[config.mk]
export PLATFORM = sky130hd
export DESIGN_NAME = tone_period_bin_meter_unit
export DESIGN_NICKNAME = d
export VERILOG_FILES = /design/src/hdl/tpbm_pkg.sv /design/src/hdl/tpbm_lane.sv /design/src/hdl/tpbm_merge.sv /design/src/hdl/tone_period_bin_meter_unit.sv
export SDC_FILE = /design/constraint.sdc
export NUM_CORES = 1
export LEC_CHECK = 0
export BUFFER_PORTS_ARGS = -buffer_cell sky130_fd_sc_hd__buf_4
export CORE_MARGIN = 5
export CORE_UTILIZATION = 25
export CTS_CLUSTER_DIAMETER = 60
export DETAILED_ROUTE_END_ITERATION = 16
export PLACE_DENSITY_LB_ADDON = 0.3
export SYNTH_ARGS = -nofsm -noshare
export SYNTH_HDL_FRONTEND = slang
export SYNTH_SLANG_ARGS = --single-unit
export TNS_END_PERCENT = 30
[constraint.sdc]
create_clock -name i_clk -period 21.4 [get_ports i_clk]
set_clock_uncertainty 0.1 [all_clocks]
set_input_delay 4.28 -clock i_clk [delete_from_list [all_inputs] [get_ports i_clk]]
set_output_delay 4.28 -clock i_clk [all_outputs]
set_load 0.005 [all_outputs]
[src/hdl/tpbm_pkg.sv]
// Shared types, constants and the bin edge table of the tone period bin meter.
// Used by tpbm_lane, tpbm_merge and tone_period_bin_meter_unit.
// No dependencies.
package tpbm_pkg;

    // Number of bars, the index widths that follow from it and the bin index field width.
    localparam int BIN_COUNT   = 32;
    localparam int BIN_W       = $clog2(BIN_COUNT);
    localparam int EDGE_IDX_W  = $clog2(BIN_COUNT + 1);
    localparam int BIN_IDX_W   = 6;

    // Field widths of one frame.
    localparam int PERIOD_W     = 12;
    localparam int AMP_W        = 5;
    localparam int NUM_CHIPS    = 2;
    localparam int CH_PER_CHIP  = 3;
    localparam int NUM_LANES    = NUM_CHIPS * CH_PER_CHIP;
    localparam int CHIP_FIELD_W = CH_PER_CHIP * (PERIOD_W + AMP_W);
    localparam int IN_FIELD_W   = NUM_CHIPS * CHIP_FIELD_W;
    localparam int IN_TDATA_W   = ((IN_FIELD_W + 7) / 8) * 8;
    localparam int OUT_TDATA_W  = 32;

    // Peak hold: signed, decays by (full scale + 1) / 16 per frame.
    localparam int PEAK_W     = 6;
    localparam int FULL_SCALE = 31;
    localparam int DECAY_STEP = (FULL_SCALE + 1) / 16;

    // Configuration port.
    localparam int PADDR_W = 3;
    localparam int PDATA_W = 32;
    localparam logic REG_IDX_DUAL_MODE = 1'b0;

    // Logarithmic bin edges from 0xFFF down to 0xFFF * 1773400 / (16 * 22050 * 0xFFF),
    // rounded to the nearest integer. Bin i holds periods in (edge[i+1], edge[i]].
    localparam logic [PERIOD_W-1:0] BIN_EDGES [0:BIN_COUNT] = '{
        12'd4095, 12'd3321, 12'd2694, 12'd2184, 12'd1772, 12'd1437, 12'd1165,
        12'd945,  12'd766,  12'd622,  12'd504,  12'd409,  12'd332,  12'd269,
        12'd218,  12'd177,  12'd143,  12'd116,  12'd94,   12'd77,   12'd62,
        12'd50,   12'd41,   12'd33,   12'd27,   12'd22,   12'd18,   12'd14,
        12'd12,   12'd9,    12'd8,    12'd6,    12'd5
    };

    typedef logic [AMP_W-1:0]    t_amp;
    typedef logic [PERIOD_W-1:0] t_period;
    typedef logic [BIN_W-1:0]    t_bin;

    // One bin step handed from the sequencer to the merging stage.
    typedef struct packed {
        logic valid;
        t_bin bin;
    } t_bin_step;

    // What the merging stage found for one bin.
    typedef struct packed {
        t_amp bar;
        logic shown;
        t_amp mark;
    } t_bin_result;

endpackage

[src/hdl/tpbm_lane.sv]
// One channel lane: tests whether its tone period falls in the current bin.
// Depends on tpbm_pkg for the edge table and the field types.
module tpbm_lane (
    input  tpbm_pkg::t_bin    i_bin,
    input  tpbm_pkg::t_period i_period,
    input  tpbm_pkg::t_amp    i_amp,
    output tpbm_pkg::t_amp    o_hit_amp
);
    import tpbm_pkg::*;

    logic [EDGE_IDX_W-1:0] hi_idx;
    logic [EDGE_IDX_W-1:0] lo_idx;
    t_period               hi_edge;
    t_period               lo_edge;
    logic                  hit;

    // The upper edge of bin i is entry i, the lower (exclusive) one entry i+1.
    assign hi_idx  = EDGE_IDX_W'(i_bin);
    assign lo_idx  = hi_idx + EDGE_IDX_W'(1);
    assign hi_edge = BIN_EDGES[hi_idx];
    assign lo_edge = BIN_EDGES[lo_idx];
    assign hit     = (i_period > lo_edge) && (i_period <= hi_edge);

    assign o_hit_amp = hit ? i_amp : '0;

endmodule

[src/hdl/tpbm_merge.sv]
// Merging stage: takes the largest lane amplitude as the bar level and keeps
// the per-bin peak hold. Depends on tpbm_pkg.
module tpbm_merge (
    input  logic                   i_clk,
    input  logic                   i_rst_n,
    input  tpbm_pkg::t_bin_step    i_step,
    input  tpbm_pkg::t_amp         i_lane_amp [tpbm_pkg::NUM_LANES],
    output tpbm_pkg::t_bin_result  o_result
);
    import tpbm_pkg::*;

    logic signed [PEAK_W-1:0] r_peak [BIN_COUNT];
    logic signed [PEAK_W-1:0] n_peak;
    logic signed [PEAK_W-1:0] peak_cur;
    logic signed [PEAK_W-1:0] fresh_s;
    t_amp                     fresh;
    logic                     above;

    always_comb begin
        fresh = '0;
        for (int l = 0; l < NUM_LANES; l++) begin
            if (i_lane_amp[l] > fresh) begin
                fresh = i_lane_amp[l];
            end
        end
    end

    assign peak_cur = r_peak[i_step.bin];
    assign fresh_s  = $signed({1'b0, fresh});
    assign above    = peak_cur > fresh_s;

    // While the held peak stays above the fresh level it decays, else it reloads.
    assign n_peak = above ? (peak_cur - PEAK_W'(DECAY_STEP)) : fresh_s;

    always_ff @(posedge i_clk) begin
        if (!i_rst_n) begin
            for (int b = 0; b < BIN_COUNT; b++) begin
                r_peak[b] <= '0;
            end
        end else if (i_step.valid) begin
            r_peak[i_step.bin] <= n_peak;
        end
    end

    assign o_result.bar   = fresh;
    assign o_result.shown = above;
    assign o_result.mark  = above ? peak_cur[AMP_W-1:0] : '0;

endmodule

[src/hdl/tone_period_bin_meter_unit.sv]
// Top level of the tone period bin meter: stream ports, frame register, bin
// sequencer, six channel lanes and the merging stage. Depends on tpbm_pkg,
// tpbm_lane and tpbm_merge.
//
//   Channel   Direction  Handshake                  Payload
//   s_axis    in         s_axis_tvalid/tready       one frame: six periods, six amplitudes
//   m_axis    out        m_axis_tvalid/tready       one bar per item, tlast on the last bar
//   APB       in         psel, penable, pwrite      register 0: dual_chip_mode
//
// A frame gives BIN_COUNT (32) result items, one bar per cycle while the output
// register can take it: once the frame has entered the frame register, the bin
// sequencer walks the bins once and all six lanes test their period against
// the current bin in parallel. The next frame is accepted once the last bar of
// the current one has moved into the output register. Any cycle in which the
// output register is full and not taken holds the sequencer. Reset is
// synchronous and clears the peak holds, the mode bit and all handshake state.
module tone_period_bin_meter_unit (
    input  logic                               i_clk,
    input  logic                               i_rst_n,
    // Frame input. tdata fields from bit 0 up: chip0_period_a, chip0_period_b,
    // chip0_period_c, chip0_amp_a, chip0_amp_b, chip0_amp_c, chip1_period_a,
    // chip1_period_b, chip1_period_c, chip1_amp_a, chip1_amp_b, chip1_amp_c,
    // then zero fill.
    input  logic                               s_axis_tvalid,
    output logic                               s_axis_tready,
    input  logic [tpbm_pkg::IN_TDATA_W-1:0]    s_axis_tdata,
    // Bar output. tdata fields from bit 0 up: bin_index, bar_level,
    // marker_shown, marker_level, level_a, level_b, level_c.
    output logic                               m_axis_tvalid,
    input  logic                               m_axis_tready,
    output logic [tpbm_pkg::OUT_TDATA_W-1:0]   m_axis_tdata,
    output logic                               m_axis_tlast,
    // Configuration port.
    input  logic                               psel,
    input  logic                               penable,
    input  logic                               pwrite,
    input  logic [tpbm_pkg::PADDR_W-1:0]       paddr,
    input  logic [tpbm_pkg::PDATA_W-1:0]       pwdata,
    output logic [tpbm_pkg::PDATA_W-1:0]       prdata,
    output logic                               pready
);
    import tpbm_pkg::*;

    // Configuration register. Registers are word spaced, so the word index
    // starts at address bit 2.
    logic r_dual;
    logic cfg_write;
    logic reg_idx;

    assign pready    = 1'b1;
    assign reg_idx   = paddr[2];
    assign cfg_write = psel && penable && pwrite && pready;

    always_ff @(posedge i_clk) begin
        if (!i_rst_n) begin
            r_dual <= 1'b0;
        end else if (cfg_write && (reg_idx == REG_IDX_DUAL_MODE)) begin
            r_dual <= pwdata[0];
        end
    end

    always_comb begin
        prdata = '0;
        if (reg_idx == REG_IDX_DUAL_MODE) begin
            prdata[0] = r_dual;
        end
    end

    // Frame register. In single-chip mode the second chip's amplitudes are
    // stored as zero: a silent channel feeds no bin and no channel level.
    t_period r_period [NUM_LANES];
    t_amp    r_amp    [NUM_LANES];
    t_amp    r_lev    [CH_PER_CHIP];
    t_amp    in_amp   [NUM_LANES];
    t_period in_period[NUM_LANES];
    logic    in_accept;

    always_comb begin
        for (int c = 0; c < NUM_CHIPS; c++) begin
            for (int h = 0; h < CH_PER_CHIP; h++) begin
                in_period[c*CH_PER_CHIP + h] =
                    s_axis_tdata[c*CHIP_FIELD_W + h*PERIOD_W +: PERIOD_W];
                in_amp[c*CH_PER_CHIP + h] =
                    s_axis_tdata[c*CHIP_FIELD_W + CH_PER_CHIP*PERIOD_W + h*AMP_W +: AMP_W];
                if (c != 0 && !r_dual) begin
                    in_amp[c*CH_PER_CHIP + h] = '0;
                end
            end
        end
    end

    always_ff @(posedge i_clk) begin
        if (in_accept) begin
            for (int l = 0; l < NUM_LANES; l++) begin
                r_period[l] <= in_period[l];
                r_amp[l]    <= in_amp[l];
            end
            for (int h = 0; h < CH_PER_CHIP; h++) begin
                r_lev[h] <= (in_amp[CH_PER_CHIP + h] > in_amp[h]) ?
                            in_amp[CH_PER_CHIP + h] : in_amp[h];
            end
        end
    end

    // Bin sequencer. One bar is produced in every cycle that the output
    // register can take it.
    logic      r_busy;
    t_bin      r_bin;
    logic      out_free;
    logic      last_step;
    t_bin_step step;

    assign s_axis_tready = !r_busy;
    assign in_accept     = s_axis_tvalid && !r_busy;
    assign out_free      = !m_axis_tvalid || m_axis_tready;
    assign step.valid    = r_busy && out_free;
    assign step.bin      = r_bin;
    assign last_step     = (r_bin == t_bin'(BIN_COUNT - 1));

    always_ff @(posedge i_clk) begin
        if (!i_rst_n) begin
            r_busy <= 1'b0;
            r_bin  <= '0;
        end else if (in_accept) begin
            r_busy <= 1'b1;
            r_bin  <= '0;
        end else if (step.valid) begin
            r_bin <= r_bin + t_bin'(1);
            if (last_step) begin
                r_busy <= 1'b0;
            end
        end
    end

    // Six lanes test their channel against the current bin side by side.
    t_amp        lane_amp [NUM_LANES];
    t_bin_result result;

    for (genvar l = 0; l < NUM_LANES; l++) begin : g_lane
        tpbm_lane u_lane (
            .i_bin     (r_bin),
            .i_period  (r_period[l]),
            .i_amp     (r_amp[l]),
            .o_hit_amp (lane_amp[l])
        );
    end

    tpbm_merge u_merge (
        .i_clk      (i_clk),
        .i_rst_n    (i_rst_n),
        .i_step     (step),
        .i_lane_amp (lane_amp),
        .o_result   (result)
    );

    // Output register: it parts the bar stream from the sequencer.
    logic                   r_out_valid;
    logic [OUT_TDATA_W-1:0] r_out_data;
    logic                   r_out_last;

    always_ff @(posedge i_clk) begin
        if (!i_rst_n) begin
            r_out_valid <= 1'b0;
        end else if (step.valid) begin
            r_out_valid <= 1'b1;
        end else if (m_axis_tready) begin
            r_out_valid <= 1'b0;
        end
    end

    always_ff @(posedge i_clk) begin
        if (step.valid) begin
            r_out_data <= {r_lev[2], r_lev[1], r_lev[0], result.mark, result.shown,
                           result.bar, BIN_IDX_W'(r_bin)};
            r_out_last <= last_step;
        end
    end

    assign m_axis_tvalid = r_out_valid;
    assign m_axis_tdata  = r_out_data;
    assign m_axis_tlast  = r_out_last;

endmodule

==> reports/metrics.csv, run 1 <==
stage,metric,value,unit
outcome,status,completed,
critical_path,required,21590,ps
logic_synthesis,synth_common_cells,"edfxtp_1 (341), ha_1 (205), nand2_1 (160), a21oi_1 (113), nor3_1 (113)",
logic_synthesis,synthFlopType,edfxtp_1,
critical_path,end_kind,register,
final_layout,layout-drive-gt1-share,16.6,%
drt,post_drt_wl_per_cell,20.8,um
cts,post-cts-setup-buffer-count,0,
place,io_buffers,145,
floorplanning,die_y,297,um
power_and_ir_drop,peakVddDrop,0.000207,V
grt,grt_first_pass_wirelength,96300,um
logic_synthesis,synth_top_area_share,49.6,%
grt,grt_antenna_before_repair,1,
power_and_ir_drop,leakagePower,0.00937,uW
cts,clk_pin_slew_worst_paths,60,ps
timing,hold_viol_final,0,
final_layout,postLayoutCoreUtil,29.8,%
logic_synthesis,synth-seq-cells,354,
place,dp.final_hpwl,46200,um
floorplanning,core.rowCount,105,
timing,timing.fmax,60.2,MHz
drt,ant_nets,0,
logic_synthesis,async_reset_ff_share,0,%
logic_synthesis,syn_inst,1803,
timing,min_period,16610,ps
cts,cts_root_buf,clkbuf_16,
logic_synthesis,synth_most_common_cell,edfxtp_1,
floorplanning,initial_core_util,25.2,%
floorplanning,num_io_pins,214,
critical_path,path_class,reg -> reg,
critical_path,max_stage_delay,850,ps
final_layout,n_fill_cell,8372,
drt,first_iter_violations,890,
drt,wl,63300,um
logic_synthesis,yosysSeqAreaShare,50.9,%
drt,route.detailed.drc,0,
final_layout,ff_latch_area,0.0105,mm^2
logic_synthesis,synth_top_cell_by_area,edfxtp_1,
critical_path,cp_slowest_cell,o21ai_0,
drt,viasPerCell,4.99,
logic_synthesis,yosysWarnings,0,
logic_synthesis,synth_edf_count,341,
place,gp_congestion,0.852,
timing,worst_pin_slew,1190,ps
grt,grtUsageTotal,13.9,%
cts,cts_resized,0,
timing,rsz0062_at_grt,false,
final_layout,multi_input_area,0.00938,mm^2
critical_path,path_common_cell,ha_1,
cts,cts_made_buffers,44,
cts,cts.sinks,354,
logic_synthesis,ys_types,74,
floorplanning,die_area,0.0884,mm^2
cts,htreeDepth,2,
floorplanning,core_area,0.0820,mm^2
grt,grt_pass1_vias,15700,
place,placedCellCount,2958,
cts,insertion_delay,580,ps
floorplanning,die_w,297,um
final_layout,final_cells,3040,
job,drv_cap,0,
grt,grt_max_degree,78,
critical_path,cp_max_fo,41,
grt,overflow,0,
logic_synthesis,syn_area,0.0206,mm^2
cts,ctsHoldBuffers,0,
drt,num_vias,15200,
final_layout,diodes,0,
final_layout,area_growth,18.2,%
min_path,hp-class,reg -> reg,
drt,first_pass_iters,5,
cts,cts_tree,yes,
logic_synthesis,syn-mean-instance-area,11.4,um^2
cts,cts_max_path_buffers,3,
timing,finalSetupViolCount,0,
timing,holdWs,318,ps
timing,fin_tns_setup,0,ps
critical_path,worst_setup_path_start_kind,register,
timing,min_period_over_period,77.6,%
logic_synthesis,ys_top_cells_by_area,"edfxtp_1 (50%), ha_1 (12%), mux4_2 (4.9%)",
final_layout,nets,2285,
power_and_ir_drop,powerDensity,120,mW/mm^2
timing,drv_slew,0,
critical_path,arrival,16800,ps
timing,relSlewSlack,20.1,%
-- layout make-up --
cell class,count,area share [%]
sequential,354,43.0
multi-input combinational,1276,38.4
timing repair buffer,180,5.54
tap,1070,5.49
clock buffer,57,4.96
clock inverter,25,1.35
inverter,78,1.20
-- placed cells by master (no fill, tap or decap), types with 66 or more instances in the layout --
master and instances:
edfxtp_1 341, nand2_1 160, a21oi_1 113, nor3_1 113, inv_1 76, nor2_1 90
o21ai_0 66, nand3_1 71, ha_1 205, buf_4 180
-- worst max-delay path, delay by kind of cell, from the launching register on --
| family | cells | cell delay, ps |
|---|---|---|
| AO/OA/AOI/OAI | 26 | 7560 |
| adder cells (fa/ha/maj) | 9 | 3350 |
| AND/OR/NAND/NOR | 17 | 3220 |
| buffers and inverters | 3 | 1030 |
| flip-flops | 1 | 820 |
| multiplexers | 1 | 140 |
-- flip-flops by register name, indices dropped and copies added, names as in the netlist, named ones only --
name and cells:
r_dual 1, r_period 72, r_bin 5, m_axis_tdata 31, m_axis_tvalid 1, m_axis_tlast 1, r_amp 30, r_busy 1
r_lev 15, u_merge.r_peak 192
-- cells by family (layout without fill, tap and decap cells) --
| family | after synthesis | count (layout) | synth area share (%) |
|---|---|---|---|
| simple gates | 582 | 582 | 13.7 |
| fa+ha+maj | 205 | 205 | 12.4 |
| buf+inv | 204 | 340 | 4.58 |
| xor+xnor | 6 | 6 | 0.255 |
| other cells | 2 | 33 | 0.0364 |
| compound gates | 370 | 370 | 11.5 |
| mux | 80 | 80 | 6.69 |
| flops | 354 | 354 | 50.9 |
-- routing by layer --
layer | track usage (%) | wire length (um)
met1 | 17.3 | 26100
met2 | 25.0 | 32200
met3 | 2.01 | 3330
met4 | 3.94 | 1630
met5 | 0 | 0
-- per-stage QoR --
step | setup WS, ps | power (uW) | instance area (um^2)
final | 4790 | 2930 | 24400
after detailed placement | 4840 | 2150 | 22900
after global placement | 5030 | 2140 | 22900
after CTS | 4790 | 2950 | 24400
after floorplan | 8550 | 1660 | 20800
after global routing | 3510 | 3090 | 24400
-- final timing paths --
path / from / to / slack [ps] / cells after the start
max: r_bin[0] / u_merge.r_peak[3][0] / 4790 / 56
max reg2reg: r_bin[0] / u_merge.r_peak[3][0] / 4790 / 56
min: r_lev[0][1] / m_axis_tdata[18] / 320 / 0
min reg2reg: r_lev[0][1] / m_axis_tdata[18] / 320 / 0
-- where the power goes --
group | switching, uW | internal [uW] | leakage, uW
clock network | 305 | 487 | 0.000751
registers | 20.0 | 816 | 0.00352
logic | 977 | 325 | 0.00510
total | 1300 | 1630 | 0.00937
(Power assumes the default switching activity.)
==> inputs of run 2 (changes only) <==
- clock period: 21.4 -> 17.2 ns (I/O delays scaled with it)
==> run 2 against run 1 <==
  * Cell count barely moved
  * Power grew 23%
  * Largest cell class unchanged
  * Register-to-register slack worse by 3600 ps
  * Count of clock-buffer cells in the layout increased by 1
  * Core utilization is 0.10 points lower
  * Sequential power increased by 24%
  * Critical path type unchanged
  * Global-route usage fell by 0.13 points
  * Maximum frequency increased by 3.8%
  * Sequential share of layout area is 0.16 points higher
  * Worst setup slack worse by 3600 ps
==> reports/metrics.csv, run 2 (synthesized netlist as in run 1, its figures left out) <==
stage,metric,value,unit,change
outcome,status,completed,,
cts,ctsHoldBuffers,0,,unchanged
critical_path,arrival,16180,ps,-620 ps
place,placedCellCount,2957,,-0.034%
timing,relSlewSlack,19.2,%,-0.95 points
final_layout,n_fill_cell,8403,,+0.37%
critical_path,max_stage_delay,820,ps,-30 ps
place,io_buffers,145,,unchanged
cts,cts_tree,yes,,
critical_path,required,17380,ps,-4210 ps
critical_path,cp_max_fo,32,,-22%
place,dp.final_hpwl,45700,um,-0.95%
cts,clk_pin_slew_worst_paths,60,ps,about the same
cts,insertion_delay,580,ps,about the same
timing,min_period,16000,ps,-612 ps
cts,cts_root_buf,clkbuf_16,,
drt,ant_nets,0,,unchanged
job,drv_cap,0,,unchanged
floorplanning,initial_core_util,25.2,%,unchanged
timing,fin_tns_setup,0,ps,unchanged
cts,post-cts-setup-buffer-count,0,,unchanged
critical_path,crit_family,compound AO/OA/AOI/OAI gates,,
drt,first_iter_violations,964,,+8.3%
drt,num_vias,15200,,+0.020%
floorplanning,core.rowCount,105,,unchanged
final_layout,area_growth,17.8,%,
floorplanning,die_w,297,um,unchanged
timing,drv_slew,0,,unchanged
critical_path,path_common_cell,ha_1,,
grt,grt_antenna_before_repair,1,,unchanged
power_and_ir_drop,powerDensity,148,mW/mm^2,+23%
cts,htreeDepth,2,,unchanged
timing,holdWs,319,ps,+0.717 ps
timing,hold_viol_final,0,,unchanged
final_layout,ff_latch_area,0.0105,mm^2,about the same
place,gp_congestion,0.861,,+1.2%
critical_path,end_kind,register,,
cts,cts.sinks,354,,unchanged
cts,cts_resized,0,,unchanged
final_layout,final_cells,3039,,-0.033%
critical_path,worst-path-buf-inv,2,,-1
drt,post_drt_wl_per_cell,20.8,um,-0.26%
min_path,hp-class,reg -> reg,,
grt,grt_max_degree,84,,+7.7%
final_layout,layout-drive-gt1-share,16.5,%,-0.093 points
floorplanning,die_y,297,um,unchanged
timing,finalSetupViolCount,0,,unchanged
final_layout,final_cell_mix,"edfxtp_1 (341), ha_1 (205), buf_4 (178), nand2_1 (160)",,
critical_path,path_class,reg -> reg,,
power_and_ir_drop,peakVddDrop,0.000287,V,+39%
power_and_ir_drop,leakagePower,0.00932,uW,-0.46%
final_layout,postLayoutCoreUtil,29.7,%,-0.10 points
critical_path,worst_setup_path_start_kind,register,,
grt,overflow,0,,unchanged
final_layout,top_register,u_merge.r_peak,,
grt,grt_pass1_vias,15500,,-1.1%
final_layout,final_common_cell,edfxtp_1,,
cts,cts_made_buffers,45,,+2.3%
final_layout,diodes,0,,unchanged
floorplanning,core_area,0.0820,mm^2,unchanged
final_layout,nets,2285,,unchanged
drt,first_pass_iters,5,,unchanged
cts,cts_max_path_buffers,3,,unchanged
timing,rsz0062_at_grt,false,,
timing,timing.fmax,62.5,MHz,+3.8%
drt,wl,63100,um,-0.29%
grt,grtUsageTotal,13.8,%,-0.13 points
timing,min_period_over_period,93.0,%,+15 points
critical_path,cp_slowest_cell,dfxtp_1,,
floorplanning,die_area,0.0884,mm^2,unchanged
floorplanning,num_io_pins,214,,unchanged
grt,grt_first_pass_wirelength,95200,um,-1.1%
final_layout,multi_input_area,0.00937,mm^2,about the same
timing,worst_pin_slew,1200,ps,+14.1 ps
drt,route.detailed.drc,0,,unchanged
final_layout,largest_reg_flops,192,,unchanged
drt,viasPerCell,4.99,,about the same
-- run 2: cell count changes in the layout (fill, tap and decap cells not counted), moves of 3 or more --
cell and delta:
clkinv_2 +3, bufinv_16 -4, inv_6 +4, inv_8 -3, clkbuf_8 -3
-- run 2: power by group --
group          internal, uW  total (uW)  leakage (uW)  switching [uW]
combinational           417        1630       0.00509            1210
clock                   553         932      0.000713             379
sequential             1020        1040       0.00352            26.8
total                  1990        3600       0.00932            1610
-- run 2: worst reg2reg max path, delay by kind of cell, from the launching register on --
kind,cells,cell delay (ps)
buffers and inverters,2,770
flip-flops,1,820
adder cells (fa/ha/maj),9,3540
AND/OR/NAND/NOR,19,3720
AO/OA/AOI/OAI,24,6750
-- run 2: stage by stage --
stage / setup WS (ps) / total power, uW / cell area (um^2)
3_5_place_dp: 1510 / 2670 / 22900
6_report: 1200 / 3600 / 24300
4_1_cts: 1440 / 3610 / 24300
3_3_place_gp: 1830 / 2640 / 22900
5_1_grt: 51.5 / 3790 / 24300
2_1_floorplan: 4350 / 2060 / 20800
-- run 2: area by class of cell --
type / instances / area share (%)
clock buffer: 58 / 5.05
clock inverter: 24 / 0.931
inverter: 78 / 1.20
multi-input combinational: 1276 / 38.5
sequential: 354 / 43.2
tap: 1070 / 5.51
timing repair buffer: 179 / 5.58
-- run 2: metal layers --
layer / wire length, um / vias to the layer above / global-route usage (%) / part of all wire, %
li1: - / 7116 / - / -
met1: 26700 / 7469 / 17.4 / 42
met2: 31700 / 474 / 24.3 / 50
met3: 3080 / 99 / 2.04 / 4.9
met4: 1680 / 0 / 4.14 / 2.7
met5: 0 / - / 0 / 0
-- run 2: path summary, 6_finish.rpt --
check / startpoint / endpoint / slack [ps] / cells past startpoint
setup / recovery: r_bin[0] / u_merge.r_peak[24][0] / 1200 / 54
hold / removal: r_lev[0][5] / m_axis_tdata[22] / 320 / 0
setup reg to reg: r_bin[0] / u_merge.r_peak[24][0] / 1200 / 54
hold reg to reg: r_lev[0][5] / m_axis_tdata[22] / 320 / 0
